**config.mk**
```make
export PLATFORM = sky130hd
export DESIGN_NAME = grid_map_text_parser_core
export DESIGN_NICKNAME = d
export VERILOG_FILES = /design/src/gmtp_pkg.sv /design/src/gmtp_front.sv /design/src/gmtp_queue.sv /design/src/gmtp_back.sv /design/src/grid_map_text_parser_core.sv
export SDC_FILE = /design/constraint.sdc
export NUM_CORES = 1
export LEC_CHECK = 0
export ABC_AREA = 0
export BUFFER_PORTS_ARGS = -buffer_cell sky130_fd_sc_hd__buf_2
export CAP_MARGIN = 20
export CORE_MARGIN = 2
export CORE_UTILIZATION = 56
export CTS_CLUSTER_SIZE = 10
export DETAILED_ROUTE_END_ITERATION = 10
export PLACE_DENSITY = 0.76
export SKIP_LAST_GASP = 1
export SYNTH_ARGS = -nofsm -noshare
export SYNTH_HDL_FRONTEND = slang
export SYNTH_SLANG_ARGS = --single-unit
```
**constraint.sdc**
```tcl
create_clock -name clk -period 13.3 [get_ports clk]
set_input_delay 1.33 -clock clk [delete_from_list [all_inputs] [get_ports clk]]
set_output_delay 1.33 -clock clk [all_outputs]
set_load 0.005 [all_outputs]
```
**src/gmtp_pkg.sv**
```systemverilog
`timescale 1ns / 1ps
// Shared types, codes and sizing constants of the grid map text parser.
package gmtp_pkg;

  localparam int MAX_COLS      = 4096;
  localparam int MAX_ROWS      = 4096;
  localparam int PLAYER_DIGITS = 3;

  localparam int CH_W    = 8;
  localparam int KIND_W  = 3;
  localparam int PID_W   = 10;
  localparam int DIR_W   = 3;
  localparam int COL_W   = 12;
  localparam int ROW_W   = 13;
  localparam int OROW_W  = 12;
  localparam int WID_W   = 12;
  localparam int HGT_W   = 13;
  localparam int DCNT_W  = $clog2(PLAYER_DIGITS + 1);
  localparam int PID_MAX = (1 << PID_W) - 1;
  localparam int OROW_MAX = (1 << OROW_W) - 1;

  localparam int RES_BITS  = KIND_W + CH_W + PID_W + DIR_W + COL_W + OROW_W + WID_W + HGT_W;
  localparam int TDATA_W   = ((RES_BITS + 7) / 8) * 8;
  localparam int TDATA_PAD = TDATA_W - RES_BITS;

  localparam int IQ_DEPTH = 4;
  localparam int IQ_AW    = $clog2(IQ_DEPTH);
  localparam int IQ_CW    = $clog2(IQ_DEPTH + 1);
  localparam int OQ_DEPTH = 4;
  localparam int OQ_AW    = $clog2(OQ_DEPTH);
  localparam int OQ_CW    = $clog2(OQ_DEPTH + 1);

  localparam logic [CH_W-1:0] CH_NL    = 8'h0A;
  localparam logic [CH_W-1:0] CH_TAB   = 8'h09;
  localparam logic [CH_W-1:0] CH_SPACE = 8'h20;
  localparam logic [CH_W-1:0] CH_DOT   = 8'h2E;
  localparam logic [CH_W-1:0] CH_SLASH = 8'h2F;
  localparam logic [CH_W-1:0] CH_0     = 8'h30;
  localparam logic [CH_W-1:0] CH_9     = 8'h39;
  localparam logic [CH_W-1:0] CH_LBR   = 8'h5B;
  localparam logic [CH_W-1:0] CH_RBR   = 8'h5D;
  localparam logic [CH_W-1:0] CH_U     = 8'h55;
  localparam logic [CH_W-1:0] CH_D     = 8'h44;
  localparam logic [CH_W-1:0] CH_L     = 8'h4C;
  localparam logic [CH_W-1:0] CH_R     = 8'h52;

  localparam logic [DIR_W-1:0] DIR_NONE  = 3'd0;
  localparam logic [DIR_W-1:0] DIR_UP    = 3'd1;
  localparam logic [DIR_W-1:0] DIR_DOWN  = 3'd2;
  localparam logic [DIR_W-1:0] DIR_LEFT  = 3'd3;
  localparam logic [DIR_W-1:0] DIR_RIGHT = 3'd4;

  localparam logic OP_CHAR = 1'b0;
  localparam logic OP_END  = 1'b1;

  typedef enum logic [3:0] {
    CLS_OTHER = 4'd0,
    CLS_END   = 4'd1,
    CLS_NL    = 4'd2,
    CLS_BLANK = 4'd3,
    CLS_DOT   = 4'd4,
    CLS_SLASH = 4'd5,
    CLS_LBR   = 4'd6,
    CLS_RBR   = 4'd7,
    CLS_DIGIT = 4'd8,
    CLS_DIRL  = 4'd9
  } cls_t;

  typedef enum logic [KIND_W-1:0] {
    KIND_OBJECT  = 3'd0,
    KIND_END     = 3'd1,
    KIND_ROWLEN  = 3'd2,
    KIND_BRACKET = 3'd3,
    KIND_BADDIR  = 3'd4
  } kind_t;

  typedef enum logic [2:0] {
    MODE_NORMAL = 3'b001,
    MODE_PLAYER = 3'b010,
    MODE_ORIENT = 3'b100
  } mode_t;

  typedef struct packed {
    cls_t              cls;
    logic [CH_W-1:0]   ch;
    logic [DIR_W-1:0]  dir;
  } item_t;

  typedef struct packed {
    kind_t              kind;
    logic [CH_W-1:0]    map_char;
    logic [PID_W-1:0]   player_id;
    logic [DIR_W-1:0]   direction;
    logic [COL_W-1:0]   col;
    logic [OROW_W-1:0]  row;
    logic [WID_W-1:0]   map_width;
    logic [HGT_W-1:0]   map_height;
    logic               last;
  } result_t;

  // Handshake between the classify stage and the item queue
  typedef struct packed {
    logic  valid;
    item_t item;
  } push_t;

endpackage

```
**src/gmtp_front.sv**
```systemverilog
`timescale 1ns / 1ps
// Front stage: accept input items, classify the character, hand to the queue.
module gmtp_front (
  input  logic                       clk,
  input  logic                       rst,
  input  logic                       in_valid,
  output logic                       in_ready,
  input  logic                       op,
  input  logic [gmtp_pkg::CH_W-1:0]  ch,
  output gmtp_pkg::push_t            push,
  input  logic                       push_ready
);

  logic            fv;
  gmtp_pkg::item_t fitem;
  gmtp_pkg::item_t citem;

  function automatic gmtp_pkg::item_t classify(input logic o, input logic [7:0] c);
    gmtp_pkg::item_t r;
    r.ch  = c;
    r.dir = gmtp_pkg::DIR_NONE;
    r.cls = gmtp_pkg::CLS_OTHER;
    if (o == gmtp_pkg::OP_END) begin
      r.cls = gmtp_pkg::CLS_END;
    end else if (c == gmtp_pkg::CH_NL) begin
      r.cls = gmtp_pkg::CLS_NL;
    end else if (c inside {gmtp_pkg::CH_SPACE, gmtp_pkg::CH_TAB}) begin
      r.cls = gmtp_pkg::CLS_BLANK;
    end else if (c == gmtp_pkg::CH_DOT) begin
      r.cls = gmtp_pkg::CLS_DOT;
    end else if (c == gmtp_pkg::CH_SLASH) begin
      r.cls = gmtp_pkg::CLS_SLASH;
    end else if (c == gmtp_pkg::CH_LBR) begin
      r.cls = gmtp_pkg::CLS_LBR;
    end else if (c == gmtp_pkg::CH_RBR) begin
      r.cls = gmtp_pkg::CLS_RBR;
    end else if (c inside {[gmtp_pkg::CH_0:gmtp_pkg::CH_9]}) begin
      r.cls = gmtp_pkg::CLS_DIGIT;
    end else if (c == gmtp_pkg::CH_U) begin
      r.cls = gmtp_pkg::CLS_DIRL;
      r.dir = gmtp_pkg::DIR_UP;
    end else if (c == gmtp_pkg::CH_D) begin
      r.cls = gmtp_pkg::CLS_DIRL;
      r.dir = gmtp_pkg::DIR_DOWN;
    end else if (c == gmtp_pkg::CH_L) begin
      r.cls = gmtp_pkg::CLS_DIRL;
      r.dir = gmtp_pkg::DIR_LEFT;
    end else if (c == gmtp_pkg::CH_R) begin
      r.cls = gmtp_pkg::CLS_DIRL;
      r.dir = gmtp_pkg::DIR_RIGHT;
    end
    return r;
  endfunction

  assign citem      = classify(op, ch);
  assign in_ready   = !fv || push_ready;
  assign push.valid = fv;
  assign push.item  = fitem;

  always_ff @(posedge clk) begin
    if (rst) begin
      fv <= 1'b0;
    end else if (in_ready) begin
      fv <= in_valid;
    end
  end

  always_ff @(posedge clk) begin
    if (in_ready && in_valid) begin
      fitem <= citem;
    end
  end

endmodule

```
**src/gmtp_queue.sv**
```systemverilog
`timescale 1ns / 1ps
// Short queue of classified items between the front and back stages.
module gmtp_queue (
  input  logic              clk,
  input  logic              rst,
  input  gmtp_pkg::push_t   push,
  output logic              push_ready,
  output logic              head_valid,
  output gmtp_pkg::item_t   head,
  input  logic              pop
);

  gmtp_pkg::item_t                 ent [gmtp_pkg::IQ_DEPTH];
  logic [gmtp_pkg::IQ_AW-1:0]      wptr;
  logic [gmtp_pkg::IQ_AW-1:0]      rptr;
  logic [gmtp_pkg::IQ_CW-1:0]      cnt;
  logic                            do_push;
  logic                            do_pop;

  assign push_ready = cnt != gmtp_pkg::IQ_CW'(gmtp_pkg::IQ_DEPTH);
  assign head_valid = cnt != '0;
  assign head       = ent[rptr];
  assign do_push    = push.valid && push_ready;
  assign do_pop     = pop && head_valid;

  always_ff @(posedge clk) begin
    if (rst) begin
      wptr <= '0;
      rptr <= '0;
      cnt  <= '0;
    end else begin
      if (do_push) begin
        wptr <= wptr + 1'b1;
      end
      if (do_pop) begin
        rptr <= rptr + 1'b1;
      end
      case ({do_push, do_pop})
        2'b10:   cnt <= cnt + 1'b1;
        2'b01:   cnt <= cnt - 1'b1;
        default: cnt <= cnt;
      endcase
    end
  end

  always_ff @(posedge clk) begin
    if (do_push) begin
      ent[wptr] <= push.item;
    end
  end

endmodule

```
**src/gmtp_back.sv**
```systemverilog
`timescale 1ns / 1ps
// Back stage: parser state, result building and the result queue.
module gmtp_back (
  input  logic               clk,
  input  logic               rst,
  input  logic               head_valid,
  input  gmtp_pkg::item_t    head,
  output logic               pop,
  output logic               res_valid,
  output gmtp_pkg::result_t  res,
  input  logic               res_ready
);

  gmtp_pkg::mode_t                   mode, mode_next;
  logic [gmtp_pkg::CH_W-1:0]         pchar, pchar_next;
  logic [gmtp_pkg::PID_W-1:0]        pplayer, pplayer_next;
  logic [gmtp_pkg::DCNT_W-1:0]       dcnt, dcnt_next;
  logic [gmtp_pkg::DIR_W-1:0]        pdir, pdir_next;
  logic [gmtp_pkg::COL_W-1:0]        col_count, col_next;
  logic [gmtp_pkg::ROW_W-1:0]        row_count, row_next;
  logic [gmtp_pkg::COL_W-1:0]        first_cols, first_next;
  logic                              prev_nl, prev_nl_next;

  gmtp_pkg::result_t                 r [2];
  logic [1:0]                        nres;
  logic                              do_reset;
  logic [gmtp_pkg::COL_W-1:0]        col_a, col_b, c_nl;
  logic [gmtp_pkg::HGT_W-1:0]        hgt;
  logic [gmtp_pkg::OROW_W-1:0]       row_out;
  logic [13:0]                       pid_acc;
  logic                              pending;

  gmtp_pkg::result_t                 oq [gmtp_pkg::OQ_DEPTH];
  logic [gmtp_pkg::OQ_AW-1:0]        owptr, orptr;
  logic [gmtp_pkg::OQ_CW-1:0]        occ;
  logic                              out_take;

  function automatic logic [gmtp_pkg::COL_W-1:0] col_inc(input logic [gmtp_pkg::COL_W-1:0] c);
    return (c < gmtp_pkg::COL_W'(gmtp_pkg::MAX_COLS - 1)) ? c + 1'b1 : c;
  endfunction

  // Take an item only when two result slots are free
  assign pop      = head_valid && (occ <= gmtp_pkg::OQ_CW'(gmtp_pkg::OQ_DEPTH - 2));
  assign res_valid = occ != '0;
  assign res       = oq[orptr];
  assign out_take  = res_valid && res_ready;

  assign col_a   = col_inc(col_count);
  assign col_b   = col_inc(col_a);
  assign pending = mode != gmtp_pkg::MODE_NORMAL;
  assign row_out = (row_count > gmtp_pkg::ROW_W'(gmtp_pkg::OROW_MAX)) ?
                   gmtp_pkg::OROW_W'(gmtp_pkg::OROW_MAX) : row_count[gmtp_pkg::OROW_W-1:0];
  assign pid_acc = {pplayer, 3'b000} + {3'b000, pplayer, 1'b0} + {10'd0, head.ch[3:0]};

  always_comb begin
    mode_next    = mode;
    pchar_next   = pchar;
    pplayer_next = pplayer;
    dcnt_next    = dcnt;
    pdir_next    = pdir;
    col_next     = col_count;
    row_next     = row_count;
    first_next   = first_cols;
    prev_nl_next = prev_nl;
    r[0]         = '0;
    r[1]         = '0;
    nres         = 2'd0;
    do_reset     = 1'b0;
    hgt          = row_count;
    c_nl         = col_count;

    case (head.cls)
      gmtp_pkg::CLS_END: begin
        if (pending) begin
          r[0] = '{gmtp_pkg::KIND_OBJECT, pchar, pplayer, pdir, col_count, row_out,
                   '0, '0, 1'b0};
          nres = 2'd1;
        end
        if (!prev_nl && row_count < gmtp_pkg::ROW_W'(gmtp_pkg::MAX_ROWS)) begin
          hgt = row_count + 1'b1;
        end
        r[nres[0]] = '{gmtp_pkg::KIND_END, '0, '0, '0, '0, '0, first_cols, hgt, 1'b0};
        nres = nres + 1'b1;
        do_reset = 1'b1;
      end
      gmtp_pkg::CLS_NL: begin
        // Orientation mode keeps its pending object across a newline
        if (mode == gmtp_pkg::MODE_PLAYER) begin
          r[0] = '{gmtp_pkg::KIND_OBJECT, pchar, pplayer, pdir, col_count, row_out,
                   '0, '0, 1'b0};
          nres = 2'd1;
          mode_next = gmtp_pkg::MODE_NORMAL;
          pdir_next = gmtp_pkg::DIR_NONE;
          c_nl = col_a;
        end
        if (row_count == '0) begin
          first_next = c_nl;
        end
        if (row_count != '0 && first_cols != c_nl) begin
          r[nres[0]] = '{gmtp_pkg::KIND_ROWLEN, '0, '0, '0, c_nl, row_out, '0, '0, 1'b0};
          nres = nres + 1'b1;
          do_reset = 1'b1;
        end else begin
          if (row_count < gmtp_pkg::ROW_W'(gmtp_pkg::MAX_ROWS)) begin
            row_next = row_count + 1'b1;
          end
          col_next = '0;
          prev_nl_next = 1'b1;
        end
      end
      gmtp_pkg::CLS_BLANK, gmtp_pkg::CLS_DOT, gmtp_pkg::CLS_SLASH: begin
        if (pending) begin
          r[0] = '{gmtp_pkg::KIND_OBJECT, pchar, pplayer, pdir, col_count, row_out,
                   '0, '0, 1'b0};
          nres = 2'd1;
          mode_next = gmtp_pkg::MODE_NORMAL;
          pdir_next = gmtp_pkg::DIR_NONE;
        end
        if (head.cls == gmtp_pkg::CLS_BLANK) begin
          col_next = pending ? col_a : col_count;
        end else begin
          prev_nl_next = 1'b0;
          if (head.cls == gmtp_pkg::CLS_DOT) begin
            col_next = pending ? col_b : col_a;
          end
        end
      end
      gmtp_pkg::CLS_LBR: begin
        if (mode == gmtp_pkg::MODE_PLAYER) begin
          mode_next = gmtp_pkg::MODE_ORIENT;
        end
        prev_nl_next = 1'b0;
      end
      gmtp_pkg::CLS_RBR: begin
        if (mode != gmtp_pkg::MODE_ORIENT) begin
          r[0] = '{gmtp_pkg::KIND_BRACKET, '0, '0, '0, col_count, row_out, '0, '0, 1'b0};
          nres = 2'd1;
          do_reset = 1'b1;
        end else begin
          prev_nl_next = 1'b0;
        end
      end
      default: begin
        prev_nl_next = 1'b0;
        if (mode == gmtp_pkg::MODE_ORIENT) begin
          if (head.cls == gmtp_pkg::CLS_DIRL) begin
            pdir_next = head.dir;
          end else begin
            r[0] = '{gmtp_pkg::KIND_BADDIR, head.ch, '0, '0, col_count, row_out,
                     '0, '0, 1'b0};
            nres = 2'd1;
            do_reset = 1'b1;
          end
        end else if (mode == gmtp_pkg::MODE_PLAYER) begin
          if (head.cls == gmtp_pkg::CLS_DIGIT) begin
            // Drop digits beyond PLAYER_DIGITS; the id saturates at PID_MAX
            if (dcnt < gmtp_pkg::DCNT_W'(gmtp_pkg::PLAYER_DIGITS)) begin
              pplayer_next = (pid_acc > 14'(gmtp_pkg::PID_MAX)) ?
                             gmtp_pkg::PID_W'(gmtp_pkg::PID_MAX) : pid_acc[gmtp_pkg::PID_W-1:0];
              dcnt_next = dcnt + 1'b1;
            end
          end else begin
            r[0] = '{gmtp_pkg::KIND_OBJECT, pchar, pplayer, pdir, col_count, row_out,
                     '0, '0, 1'b0};
            nres = 2'd1;
            pchar_next   = head.ch;
            pplayer_next = '0;
            dcnt_next    = '0;
            pdir_next    = gmtp_pkg::DIR_NONE;
            col_next     = col_a;
          end
        end else begin
          pchar_next   = head.ch;
          pplayer_next = '0;
          dcnt_next    = '0;
          mode_next    = gmtp_pkg::MODE_PLAYER;
        end
      end
    endcase

    if (nres == 2'd2) begin
      r[1].last = 1'b1;
    end else if (nres == 2'd1) begin
      r[0].last = 1'b1;
    end

    if (do_reset) begin
      mode_next    = gmtp_pkg::MODE_NORMAL;
      pchar_next   = '0;
      pplayer_next = '0;
      dcnt_next    = '0;
      pdir_next    = gmtp_pkg::DIR_NONE;
      col_next     = '0;
      row_next     = '0;
      first_next   = '0;
      prev_nl_next = 1'b1;
    end
  end

  always_ff @(posedge clk) begin
    if (rst) begin
      mode      <= gmtp_pkg::MODE_NORMAL;
      pchar     <= '0;
      pplayer   <= '0;
      dcnt      <= '0;
      pdir      <= gmtp_pkg::DIR_NONE;
      col_count <= '0;
      row_count <= '0;
      first_cols <= '0;
      prev_nl   <= 1'b1;
    end else if (pop) begin
      mode      <= mode_next;
      pchar     <= pchar_next;
      pplayer   <= pplayer_next;
      dcnt      <= dcnt_next;
      pdir      <= pdir_next;
      col_count <= col_next;
      row_count <= row_next;
      first_cols <= first_next;
      prev_nl   <= prev_nl_next;
    end
  end

  always_ff @(posedge clk) begin
    if (rst) begin
      owptr <= '0;
      orptr <= '0;
      occ   <= '0;
    end else begin
      if (pop) begin
        owptr <= owptr + gmtp_pkg::OQ_AW'(nres);
      end
      if (out_take) begin
        orptr <= orptr + 1'b1;
      end
      occ <= occ + (pop ? gmtp_pkg::OQ_CW'(nres) : '0) - gmtp_pkg::OQ_CW'(out_take);
    end
  end

  always_ff @(posedge clk) begin
    if (pop && nres != 2'd0) begin
      oq[owptr] <= r[0];
    end
    if (pop && nres == 2'd2) begin
      oq[owptr + 1'b1] <= r[1];
    end
  end

`ifndef NO_ASSERTIONS
  a_occ_bound: assert property (@(posedge clk) disable iff (rst)
    occ <= gmtp_pkg::OQ_CW'(gmtp_pkg::OQ_DEPTH))
    else $error("result queue overfilled");

  a_end_restarts: assert property (@(posedge clk) disable iff (rst)
    pop && head.cls == gmtp_pkg::CLS_END |=>
      mode == gmtp_pkg::MODE_NORMAL && row_count == '0 && col_count == '0 && prev_nl)
    else $error("end of stream did not restart the parser");

  a_row_sat: assert property (@(posedge clk) disable iff (rst)
    row_count <= gmtp_pkg::ROW_W'(gmtp_pkg::MAX_ROWS))
    else $error("row counter beyond its limit");

  a_digits: assert property (@(posedge clk) disable iff (rst)
    dcnt <= gmtp_pkg::DCNT_W'(gmtp_pkg::PLAYER_DIGITS))
    else $error("too many player id digits taken");
`endif

endmodule

```
**src/grid_map_text_parser_core.sv**
```systemverilog
`timescale 1ns / 1ps
// Top level of the grid map text parser: stream ports around front, queue and back.
//
//  channel | dir | tdata                               | side band
//  --------+-----+-------------------------------------+---------------------
//  s_*     | in  | ch[7:0]                             | tuser[0] = op
//  m_*     | out | kind..map_height, 73 bits in 80     | tlast = last
//
// One input item per cycle while the result queue keeps two slots free. An item passes
// through the classify register and the item queue before the back stage takes it;
// a result is registered in the result queue when its item is taken.
// The back stage takes an item only while two result slots are free, since one item
// can make two results (a flushed object before the end or row length result);
// the item queue absorbs that wait.
// Synchronous active-high reset empties both queues and restores parser state.
// Either side may stall freely; items and results wait in the queues.
module grid_map_text_parser_core (
  input  logic                           clk,
  input  logic                           rst,
  input  logic                           s_tvalid,
  output logic                           s_tready,
  input  logic [gmtp_pkg::CH_W-1:0]      s_tdata,   // [7:0] ch
  input  logic [0:0]                     s_tuser,   // [0] op
  output logic                           m_tvalid,
  input  logic                           m_tready,
  // [2:0] kind, [10:3] map_char, [20:11] player_id, [23:21] direction,
  // [35:24] col, [47:36] row, [59:48] map_width, [72:60] map_height, rest zero
  output logic [gmtp_pkg::TDATA_W-1:0]   m_tdata,
  output logic                           m_tlast
);

  gmtp_pkg::push_t    push;
  logic               push_ready;
  logic               head_valid;
  gmtp_pkg::item_t    head;
  logic               pop;
  gmtp_pkg::result_t  res;

  // Classify each character as it arrives
  gmtp_front u_front (
    .clk        (clk),
    .rst        (rst),
    .in_valid   (s_tvalid),
    .in_ready   (s_tready),
    .op         (s_tuser[0]),
    .ch         (s_tdata),
    .push       (push),
    .push_ready (push_ready)
  );

  // Hold classified items while the back stage drains double results
  gmtp_queue u_queue (
    .clk        (clk),
    .rst        (rst),
    .push       (push),
    .push_ready (push_ready),
    .head_valid (head_valid),
    .head       (head),
    .pop        (pop)
  );

  // Advance parser state and queue the results
  gmtp_back u_back (
    .clk        (clk),
    .rst        (rst),
    .head_valid (head_valid),
    .head       (head),
    .pop        (pop),
    .res_valid  (m_tvalid),
    .res        (res),
    .res_ready  (m_tready)
  );

  // Pack fields from the lowest bit up, zero fill to whole bytes
  assign m_tdata = {{gmtp_pkg::TDATA_PAD{1'b0}}, res.map_height, res.map_width, res.row,
                    res.col, res.direction, res.player_id, res.map_char, res.kind};
  assign m_tlast = res.last;

endmodule
```
==> metrics.txt <==
post-route setup TNS 0 ns; logic gate share of total power 28.6%; number of standard cells after synthesis 1866; source of the worst register-to-register timing path u_back.mode[1]; total number of H-tree levels 2; total wire length 53800 µm; total number of yosys warnings 0; post-synthesis cell area 0.0223 mm²; fin nets 1957; internal power of the cells 2.95 mW; layout cell share with drive strength beyond 1 15.9%; portion of total power attributed to the clock network 29.6%; count of vias placed by the detailed router 15514; number of maximum-capacitance constraint violations 0; launching element type of the critical path register; maximum buffer depth of the clock tree 3; actual slew at the worst max-slew pin 1.17 ns; Die Width 203 µm; Die Y-Extent 203 µm; P_sw 1.41 mW; placed wire-length estimate after detailed placement 33800 µm; category of the most critical setup path reg -> reg; hold buffer count at CTS 0; initial core utilization 56.4%; sequential cell fraction of total power 41.8%; grt ovf 0; most area-hungry cell type in the Yosys netlist edfxtp_1; buffering stage count on the worst path with inverters included 4; clock latency of the later-clocked register in the worst-skew pair 0.58 ns; share of flip-flops with an asynchronous set or reset 0%; flop and latch count out of synthesis 454; first drt pass iteration count 6; RSZ-0062 raised after global routing false; boundary pin count 96; DRC 0; period utilisation layout 48.2%; min cycle time layout 6.41 ns; worst setup path startpoint u_back.mode[1]; clock tree from TritonCTS built; core area 0.0395 mm²; cell with the largest stage delay on the worst path nor3b_2; depth of the critical timing path with buffers and inverters included 18; CP arrival 6.61 ns; number of port buffers 88; overall power of the completed layout 4.36 mW; top post-synthesis cells by area edfxtp_1, mux4_2, dfxtp_1; worst reg-to-reg path cell count 18; Largest delay share family, worst path simple AND/OR/NAND/NOR gates; antenna-violating nets left 0; peak supply drop 0.133 mV; Post-Route Skew 0.0210 ns; Fmax achieved 0.156 GHz; Main synth FF type edfxtp_1; min-delay worst type reg -> reg; area share of the leading cell type in the synthesized netlist 50.1%; GRT Overall Usage 26.2%; clock edge transition at the registers on the reported setup and hold paths 0.06 ns; count of different cell masters after synthesis 78; Critical Path Max Stage Delay 0.77 ns; number of hold violations in the final report 0; switching part of the total power 32.3%; Final WS setup 6.89 ns; DRC violation total after the first TritonRoute iteration 1636; leakage power figure 8.01 nW; Avg Vias per Cell 6.27; relative slew slack 21.6%; TritonCTS buffer count 52; list of cells traversed by the critical path nor3b_2 > inv_1 > nor4_1 > o32a_1 > o31a_1 > and4_1 > nand3_1 > o21ai_0 > buf_4 > inv_1 > ha_1 > nand2_1 > nand2_1 > o21ba_2 > nor2_1 > nand3_1 > o31ai_4 > buf_4; vias in the first global route 15133; area grow syn2layout 10.7%; post-synthesis average cell area 11.9 µm²; number of cell rows 73; power density relative to cell area 177 mW/mm²; worst reg2reg path endpoint u_back.oq[0][41]; Setup Fix Bufs, Post-CTS 0; number of antenna violations at the first check in global routing 0; dpl ws 6.82 ns; final setup violation count 0; Worst Path Required 13.49 ns; share of synthesized area occupied by flip-flops and latches 57.5%; result of the run finished clean; crit end category register; average wire length per cell after detail routing 21.8 µm; number of cells upsized or downsized after cts 0; clk sinks 454; Final Wtd Congestion 0.919; global-route wire length before repair 84400 µm; internal reg-to-reg setup slack 6.89 ns; crit path max fanout 38; diode count 0; clk root buf clkbuf_16; die area 0.0413 mm²; Slew Viols, Final 0; Setup crit end u_back.oq[0][41]; largest net degree at the start of global routing 75; total of fill cells in the finished design 3015; number of enable-type register cells in the synthesized netlist 371
[cell families after synthesis]
family / synth area share (%)
compound gates: 10.5
xor+xnor: 1.73
fa+ha+maj: 2.33
buf+inv: 3.49
flops: 57.5
mux: 10.6
other cells: 0.0169
simple gates: 13.7
[cells in the final DEF, fill, tap and decap left out, types with 7 or more instances in the layout]
| cell type | n |
|---|---|
| a21oi_1 | 104 |
| clkbuf_16 | 53 |
| mux2_2 | 8 |
| o21ai_0 | 154 |
| mux2i_1 | 27 |
| ha_1 | 35 |
| nor2_1 | 216 |
| a211oi_1 | 8 |
| clkbuf_1 | 39 |
| and3_1 | 17 |
| or3_1 | 9 |
| o31ai_1 | 9 |
| nand2b_1 | 33 |
| xnor2_1 | 27 |
| and2_1 | 12 |
| nand4_1 | 21 |
| xor2_1 | 17 |
| mux4_2 | 89 |
| o211ai_1 | 16 |
| o22ai_1 | 13 |
| nor3_1 | 22 |
| a31oi_1 | 8 |
| inv_1 | 39 |
| edfxtp_1 | 371 |
| dfxtp_1 | 81 |
| nand2_1 | 128 |
| nor4_1 | 13 |
| a22oi_1 | 22 |
| nor2b_1 | 40 |
| buf_4 | 27 |
| buf_2 | 89 |
| nand3_1 | 81 |
| conb_1 | 7 |
[synth_stat cells, types with 8 or more instances]
cell type,number
mux4_2,89
xnor2_1,27
nor3_1,23
buf_1,13
mux2_2,8
a211oi_1,9
buf_4,9
nand2b_1,33
ha_1,35
and2_1,12
mux2i_1,27
dfxtp_1,83
and3_1,17
xor2_1,17
inv_1,39
edfxtp_1,371
nand3_1,81
a31oi_1,8
o31ai_1,11
buf_2,36
a21oi_1,104
clkbuf_1,82
a22oi_1,22
nor4_1,13
nor2b_1,40
nand4_1,21
nor2_1,216
or3_1,9
o21ai_0,155
o211ai_1,16
nand2_1,128
o22ai_1,13
[sequential cells by signal, indices dropped and copies added (netlist names), 3 cells and up, named ones only]
name	count
u_back.col_count	12
u_back.first_cols	12
u_back.mode	3
u_back.occ	3
u_back.oq	296
u_back.pchar	8
u_back.pdir	3
u_back.pplayer	10
u_back.row_count	13
u_front.push	15
u_queue.cnt	3
u_queue.ent	60
[tightest hold or removal path, stage by stage, from the launching register on]
cell	delay (ns)
dfxtp_1	0.31
nand2b_1	0.07
mux2i_1	0.06
[per-stage QoR]
step | hold WS [ns] | cells | util, % | cell area [µm²]
2_1_floorplan | 0.452 | 1872 | - | 22300
3_3_place_gp | 0.460 | 2369 | 58.3 | 23000
3_5_place_dp | 0.470 | 2370 | 58.3 | 23000
4_1_cts | 0.479 | 2468 | 62.2 | 24600
5_1_grt | 0.497 | 2474 | 62.4 | 24600
6_report | 0.482 | 2474 | 62.4 | 24600
[layer usage]
layer  up-vias  track usage (%)  routed length (µm)
met2       695             42.3               25700
met1      7682             37.0               22700
met3        82             4.22                4150
met5         -                0                   0
li1       7055                -                   -
met4         0             7.95                1300
[power by group through the flow]
| stage | registers [mW] | clock network (mW) | logic (mW) |
|---|---|---|---|
| 2_1_floorplan | 1.81 | 0 | 0.874 |
| 3_3_place_gp | 1.84 | 0 | 1.21 |
| 3_5_place_dp | 1.85 | 0 | 1.23 |
| 4_1_cts | 1.82 | 1.31 | 1.23 |
| 5_1_grt | 1.84 | 1.37 | 1.34 |
| 6_report | 1.82 | 1.29 | 1.25 |
[worst min path at each step]
stage	slack, ns	end	cells after the start	from
global placement	0.46	u_back.pchar[1]	2	u_back.pchar[1]
CTS	0.48	u_back.pchar[2]	2	u_back.pchar[2]
finish	0.48	u_back.pchar[2]	2	u_back.pchar[2]
global route	0.50	u_back.pchar[2]	2	u_back.pchar[2]
detailed placement	0.47	u_back.pchar[2]	2	u_back.pchar[2]
floorplan	0.45	u_back.pchar[7]	2	u_back.pchar[7]
[area by class of cell]
class / instances / area (µm²) / share of cell area [%]
timing repair buffer: 121 / 726 / 2.95
multi-input combinational: 1236 / 8760 / 35.6
inverter: 40 / 150 / 0.610
clock buffer: 94 / 1500 / 6.09
sequential: 454 / 12800 / 52.0
tap: 525 / 657 / 2.67
clock inverter: 4 / 30.0 / 0.122
Power figures use the tool's default switching activity.
